`src/design/isqrr_pkg.sv`:
```
`timescale 1ns / 1ps
`default_nettype none
// ----------------------------------------------------------------------------
// isqrr_pkg
// shared constants, stage type and one step of the bit-pair square root
// ----------------------------------------------------------------------------
package isqrr_pkg;

  localparam int unsigned RadBits       = 32;
  localparam int unsigned RootOutBits   = 17;
  localparam int unsigned Steps         = (RadBits + 1) / 2;
  localparam int unsigned PadBits       = 2 * Steps;
  localparam int unsigned RemBits       = Steps + 3;
  localparam int unsigned StepsPerStage = 2;
  localparam int unsigned Stages        = (Steps + StepsPerStage - 1) / StepsPerStage;

  typedef struct packed {
    logic [RemBits-1:0] rem;
    logic [Steps-1:0]   root;
    logic [PadBits-1:0] rad;
  } stage_t;

  // one restoring step: bring down a bit pair, try the subtraction
  function automatic stage_t sqrt_step(input stage_t s);
    logic [RemBits-1:0] rem_sh;
    logic [RemBits-1:0] trial;
    stage_t             r;
    rem_sh = {s.rem[RemBits-3:0], s.rad[PadBits-1:PadBits-2]};
    trial  = RemBits'({s.root, 2'b01});
    r.rad  = {s.rad[PadBits-3:0], 2'b00};
    if (rem_sh >= trial) begin
      r.rem  = rem_sh - trial;
      r.root = {s.root[Steps-2:0], 1'b1};
    end else begin
      r.rem  = rem_sh;
      r.root = {s.root[Steps-2:0], 1'b0};
    end
    return r;
  endfunction

endpackage
`default_nettype wire

```
`src/design/integer_square_root_rounded_unit.sv`:
```
`timescale 1ns / 1ps
`default_nettype none
// ----------------------------------------------------------------------------
// integer_square_root_rounded_unit
// pipeline: 8 stages of two bit-pair steps each, then a rounding stage
// throughput one transaction per cycle; busy_o stays low, the receiver cannot
// stall and the fully pipelined datapath takes a new radicand every cycle
// reset clears the valid bits only; the datapath registers hold no reset
// ----------------------------------------------------------------------------
module integer_square_root_rounded_unit (
  input  wire logic                             clk_i,
  input  wire logic                             rst_ni,
  input  wire logic                             start_i,
  output logic                                  busy_o,
  input  wire logic [isqrr_pkg::RadBits-1:0]    radicand_i,
  output logic                                  valid_o,
  output logic [isqrr_pkg::RootOutBits-1:0]     root_o
);
  import isqrr_pkg::*;

  stage_t                 stage_q [Stages];
  stage_t                 stage_d [Stages];
  logic   [Stages-1:0]    valid_q;
  stage_t                 first_s;
  logic                   out_valid_q;
  logic [RootOutBits-1:0] root_q;
  logic [RootOutBits-1:0] root_d;

  assign busy_o = 1'b0;

  always_comb begin
    first_s.rem  = '0;
    first_s.root = '0;
    first_s.rad  = PadBits'(radicand_i);
  end

  for (genvar s = 0; s < Stages; s++) begin : g_stage
    always_comb begin
      stage_t t;
      t = (s == 0) ? first_s : stage_q[(s == 0) ? 0 : s - 1];
      for (int k = 0; k < StepsPerStage; k++) begin
        if (s * StepsPerStage + k < Steps) begin
          t = sqrt_step(t);
        end
      end
      stage_d[s] = t;
    end

    always_ff @(posedge clk_i or negedge rst_ni) begin
      if (!rst_ni) begin
        valid_q[s] <= 1'b0;
      end else begin
        valid_q[s] <= (s == 0) ? start_i : valid_q[(s == 0) ? 0 : s - 1];
      end
    end

    always_ff @(posedge clk_i) begin
      stage_q[s] <= stage_d[s];
    end
  end

  // round up when the remainder exceeds the floor root
  always_comb begin
    if (RemBits'(stage_q[Stages-1].root) < stage_q[Stages-1].rem) begin
      root_d = RootOutBits'(stage_q[Stages-1].root) + RootOutBits'(1);
    end else begin
      root_d = RootOutBits'(stage_q[Stages-1].root);
    end
  end

  always_ff @(posedge clk_i or negedge rst_ni) begin
    if (!rst_ni) begin
      out_valid_q <= 1'b0;
    end else begin
      out_valid_q <= valid_q[Stages-1];
    end
  end

  always_ff @(posedge clk_i) begin
    root_q <= root_d;
  end

  assign valid_o = out_valid_q;
  assign root_o  = root_q;

endmodule
`default_nettype wire
```
`config.mk`:
```
export PLATFORM = sky130hd
export DESIGN_NAME = integer_square_root_rounded_unit
export DESIGN_NICKNAME = d
export VERILOG_FILES = /design/src/design/isqrr_pkg.sv /design/src/design/integer_square_root_rounded_unit.sv
export SDC_FILE = /design/constraint.sdc
export NUM_CORES = 1
export LEC_CHECK = 0
export BUFFER_PORTS_ARGS = -buffer_cell sky130_fd_sc_hd__buf_2
export CORE_MARGIN = 2
export CORE_UTILIZATION = 30
export CTS_CLUSTER_DIAMETER = 200
export DETAILED_ROUTE_END_ITERATION = 12
export HOLD_SLACK_MARGIN = 0.08
export SYNTH_ARGS = -nofsm -noshare
export SYNTH_HDL_FRONTEND = slang
export SYNTH_SLANG_ARGS = --single-unit
```
`constraint.sdc`:
```
create_clock -name clk_i -period 6.3 [get_ports clk_i]
set_clock_uncertainty 0.15 [all_clocks]
set_input_delay 0.63 -clock clk_i [delete_from_list [all_inputs] [get_ports clk_i]]
set_output_delay 0.63 -clock clk_i [all_outputs]
set_load 0.01 [all_outputs]
```
[Word-level counts from Yosys, hierarchy flattened]
Memories as Yosys holds them, arrays and structs flattened.
Cells that the tools add are included.
Word-level totals
  input bits: 35
  bits in registers: 26
  memories: 1
  output and inout port bits: 19
  bits in writable memories: 504
Cells by class
  add/sub/neg operators: 17
  order comparisons: 17
  multiplexer cells: 17
Memories
  stage_q: words 8, width 63, rd ports 8, clocked after memory_dff 0, write ports 8, RTL line integer_square_root_rounded_unit.sv:21  | stage_t stage_q [Stages];
Operator list (count)
  19-bit by 18-bit >= comparator with 1-bit output: 15
  35-bit 2-to-1 mux: 8
  33-bit 2-to-1 mux: 8
  19-bit by 18-bit subtractor with 19-bit output: 8
  17-bit subtractor: 7
  16-bit by 19-bit less-than comparator with 1-bit output: 1
  16-bit by 1-bit adder with 17-bit output, second input constant: 1
  16-bit 2-to-1 mux: 1
  2-bit by 1-bit subtractor with 3-bit output, second input constant: 1
  2-bit by 1-bit >= comparator with 1-bit output, second input constant: 1

[Longest topological paths before layout]
An unclocked memory read counts as a cell.
  word-level depth: 5
  gate-level depth with buffers: 25
  depth with buffers taken out: 22

[Least setup slack after synthesis]
No wires, ideal clock.
  path kind: reg2reg
  from: mem stage_q[0][91] (netlist bit)
  to: mem stage_q[0][181] (netlist bit)
  slack: 1.485 ns
  cell stages (with the launch flop): 20
  arrival: 4.541 ns
  cells stage by stage: dfxtp_1 inv_1 ha_1 o21a_1 or4_4 a311oi_2 nand2_2 clkbuf_1 a21oi_1 ha_1 clkbuf_1 and4_1 and2_1 a221oi_1 o311ai_1 or4_1 nand4b_4 buf_2 a21oi_1 o21ai_0
RTL lines (RTL line)
  from (decl): integer_square_root_rounded_unit.sv:21

==> flow_summary.json <==
{
  "dp.cells": 2884,
  "core_mm2": 0.0605,
  "wire_per_inst_um": 15.2,
  "rows": 90,
  "worst_slew_pin_slew_ps": 856,
  "run_status": "completed",
  "pin_count": 54,
  "synth.largest_area_cell": "dfxtp_1",
  "drive_gt1_share_pct": 8.67,
  "cp_max_fo": 22,
  "hold_class": "reg -> reg",
  "relSlewSlack_pct": 42.4,
  "leakagePower_nw": 9.72,
  "grt_setup_unrepaired": "no",
  "worstPathRequired_ps": 6590,
  "synthFlopType": "dfxtp_1",
  "worstSkewPairLatency_ps": 550,
  "drtIter0Drc": 887,
  "yosys_warnings": 0,
  "ys_seq_area_share_pct": 37.4,
  "clock-sinks": 341,
  "gr-total-overflow": 0,
  "cp.arrival_ps": 6220,
  "layoutNonFillerInstCount": 2985,
  "startpoint_type": "register",
  "synth.top_cell.area_share_pct": 36.2,
  "peakVddDrop_uv": 178,
  "hold_violations": 0,
  "vias": 14892,
  "cts_made_buffers": 39,
  "max_freq_ghz": 0.169,
  "clockRootBuffer": "clkbuf_16",
  "antenna_found_initial": 0,
  "dr.pass1.iters": 5,
  "fin_area_mm2": 0.0211,
  "grt_first_pass_wirelength_um": 74100,
  "die_h_um": 251,
  "drv_cap": 0,
  "fin_ws_ps": 377,
  "viasPerCell": 4.99,
  "cts_buffer_depth": 3,
  "fin_crit_sh_pct": 94.0,
  "grt_max_degree": 23,
  "postSynth.asyncResetShare_pct": 2.64,
  "grt_use_total_pct": 14.3,
  "htreeDepth": 2,
  "reg2reg_slack_ps": 380,
  "synth_seq_cells": 341,
  "drt-total-wl_um": 45500,
  "postRouteAntennaNets": 0,
  "maxSlewViolCount": 0,
  "fin_crit_ps": 5920,
  "synth_edf_count": 0,
  "fin_util_pct": 34.9,
  "hold_ws_ps": 161,
  "place_hpwl_um": 35500,
  "tns_ps": 0,
  "final_nets": 2375,
  "place_ws_ps": 453,
  "netlist_area_mm2": 0.0184,
  "syn_avg_cell_area_um2": 8.75,
  "placed_cell_area_mm2": 0.0194,
  "diodes": 0,
  "crit_path_end_kind": "register",
  "setup_violations": 0,
  "clk_pin_slew_ps": 60,
  "drcViolationCount": 0,
  "start_util_pct": 30.4,
  "path_class": "reg -> reg",
  "syn_inst": 2100,
  "area.growth.synth_to_final_pct": 14.8,
  "synthDistinctLibCells": 98,
  "cts_tree": "built",
  "total_power_mw": 9.61,
  "yosys-top-cells-area": "dfxtp_1, ha_1, xnor2_1",
  "die_width_um": 251,
  "power_density_mw_per_mm2": 456,
  "gp_congestion": 0.901,
  "grt_pass1_vias": 14513,
  "port_buffers": 52,
  "die_area_mm2": 0.0632
}
[synthesized netlist by cell type (16+ instances only)]
library cell and n:
a211oi_1 20, a21o_1 48, a21oi_1 156, and3_1 17, buf_2 16, clkbuf_1 37
dfxtp_1 332, ha_1 167, inv_1 151, mux2_2 24, nand2_1 160, nand2b_1 27
nand3_1 40, nand4_1 26, nor2_1 186, nor2b_1 18, nor3_1 65, nor4_1 18
o21a_1 22, o21ai_0 104, o21bai_1 19, o31ai_1 22, xnor2_1 105, xor2_1 66
[timing repair]
action / CTS / global route
hold buffers: 30 / 0
buffers inserted: 0 / 0
setup endpoints to repair: 0 / 0
gates resized for setup: 0 / 0
endpoints found under the hold margin: 38 / 0
[area by class of cell]
type                    count  area, um^2
well taps                 782         978
flip-flops and latches    341        6870
clock buffers              55        1140
repair buffers             90         621
clock inverters            16         233
fillers                  6137       39400
inverters                 156         586
multi-input cells        1545       10700
[cells by family (layout without fill, tap and decap cells)]
logic type	after synthesis	count (layout)	synth area share, %
XOR/XNOR	171	171	8.16
flip-flops	341	341	37.4
buffers and inverters	215	317	4.54
AND/OR/NAND/NOR	660	660	18.1
other	2	3	0.0409
AO/OA/AOI/OAI	509	509	18.2
adder cells (fa/ha/maj)	167	167	11.4
multiplexers	35	35	2.07
[registers in the layout, indices dropped and copies added (netlist names)]
register	count
stage_q	315
root_o	17
valid_q	8
valid_o	1
[per-layer routing]
layer	vias to the layer above	share of wire, %	GRT usage, %
li1	7577	-	-
met1	6868	47	18.3
met2	353	46	24.2
met3	94	4.2	1.98
met4	0	3.2	5.41
met5	-	0	0
[critical path, cell delays in order, from the launching register on]
cell and delay (ps):
dfxtp_1 350, inv_1 70, ha_1 380, nand4_1 150
a21oi_1 220, o31ai_2 120, a211oi_1 510, or2_2 530
inv_2 250, and2_0 220, a31o_2 220, ha_1 350
nand2_1 120, nor4_1 340, o21ai_0 260, o41a_1 490
o211a_1 480, inv_1 230, mux2_2 350
[power by group]
part           switching, mW  internal [mW]  leakage, nW
sequential             0.343           2.68         2.88
combinational           2.42           1.78         6.17
clock                  0.916           1.47        0.668
total                   3.68           5.93         9.72
[placed cells by master (no fill, tap or decap), drive strengths merged, types with 13 or more instances in the layout]
cell         instances
a211oi              21
a21o                48
a21oi              156
and3                17
buf                 60
clkbuf              55
dfxtp              332
dlygate4sd3         30
ha                 167
inv                159
mux2                24
nand2              161
nand2b              27
nand3               40
nand4               27
nor2               188
nor2b               18
nor3                67
nor4                18
o21a                22
o21ai              105
o21bai              19
o31ai               25
or2                 15
or3                 13
xnor2              105
xor2                66
[final timing paths]
kind,cells past startpoint,to,start
max,18,stage_q[1][247],stage_q[1][156]
min,0,stage_q[0][72],stage_q[0][5]
max reg2reg,18,stage_q[1][247],stage_q[1][156]
min reg2reg,0,stage_q[0][72],stage_q[0][5]
max in group asynchronous,2,valid_q[6],rst_ni
min in group asynchronous,2,valid_q[1],rst_ni
Note: power is estimated with default switching activity, not from simulation.
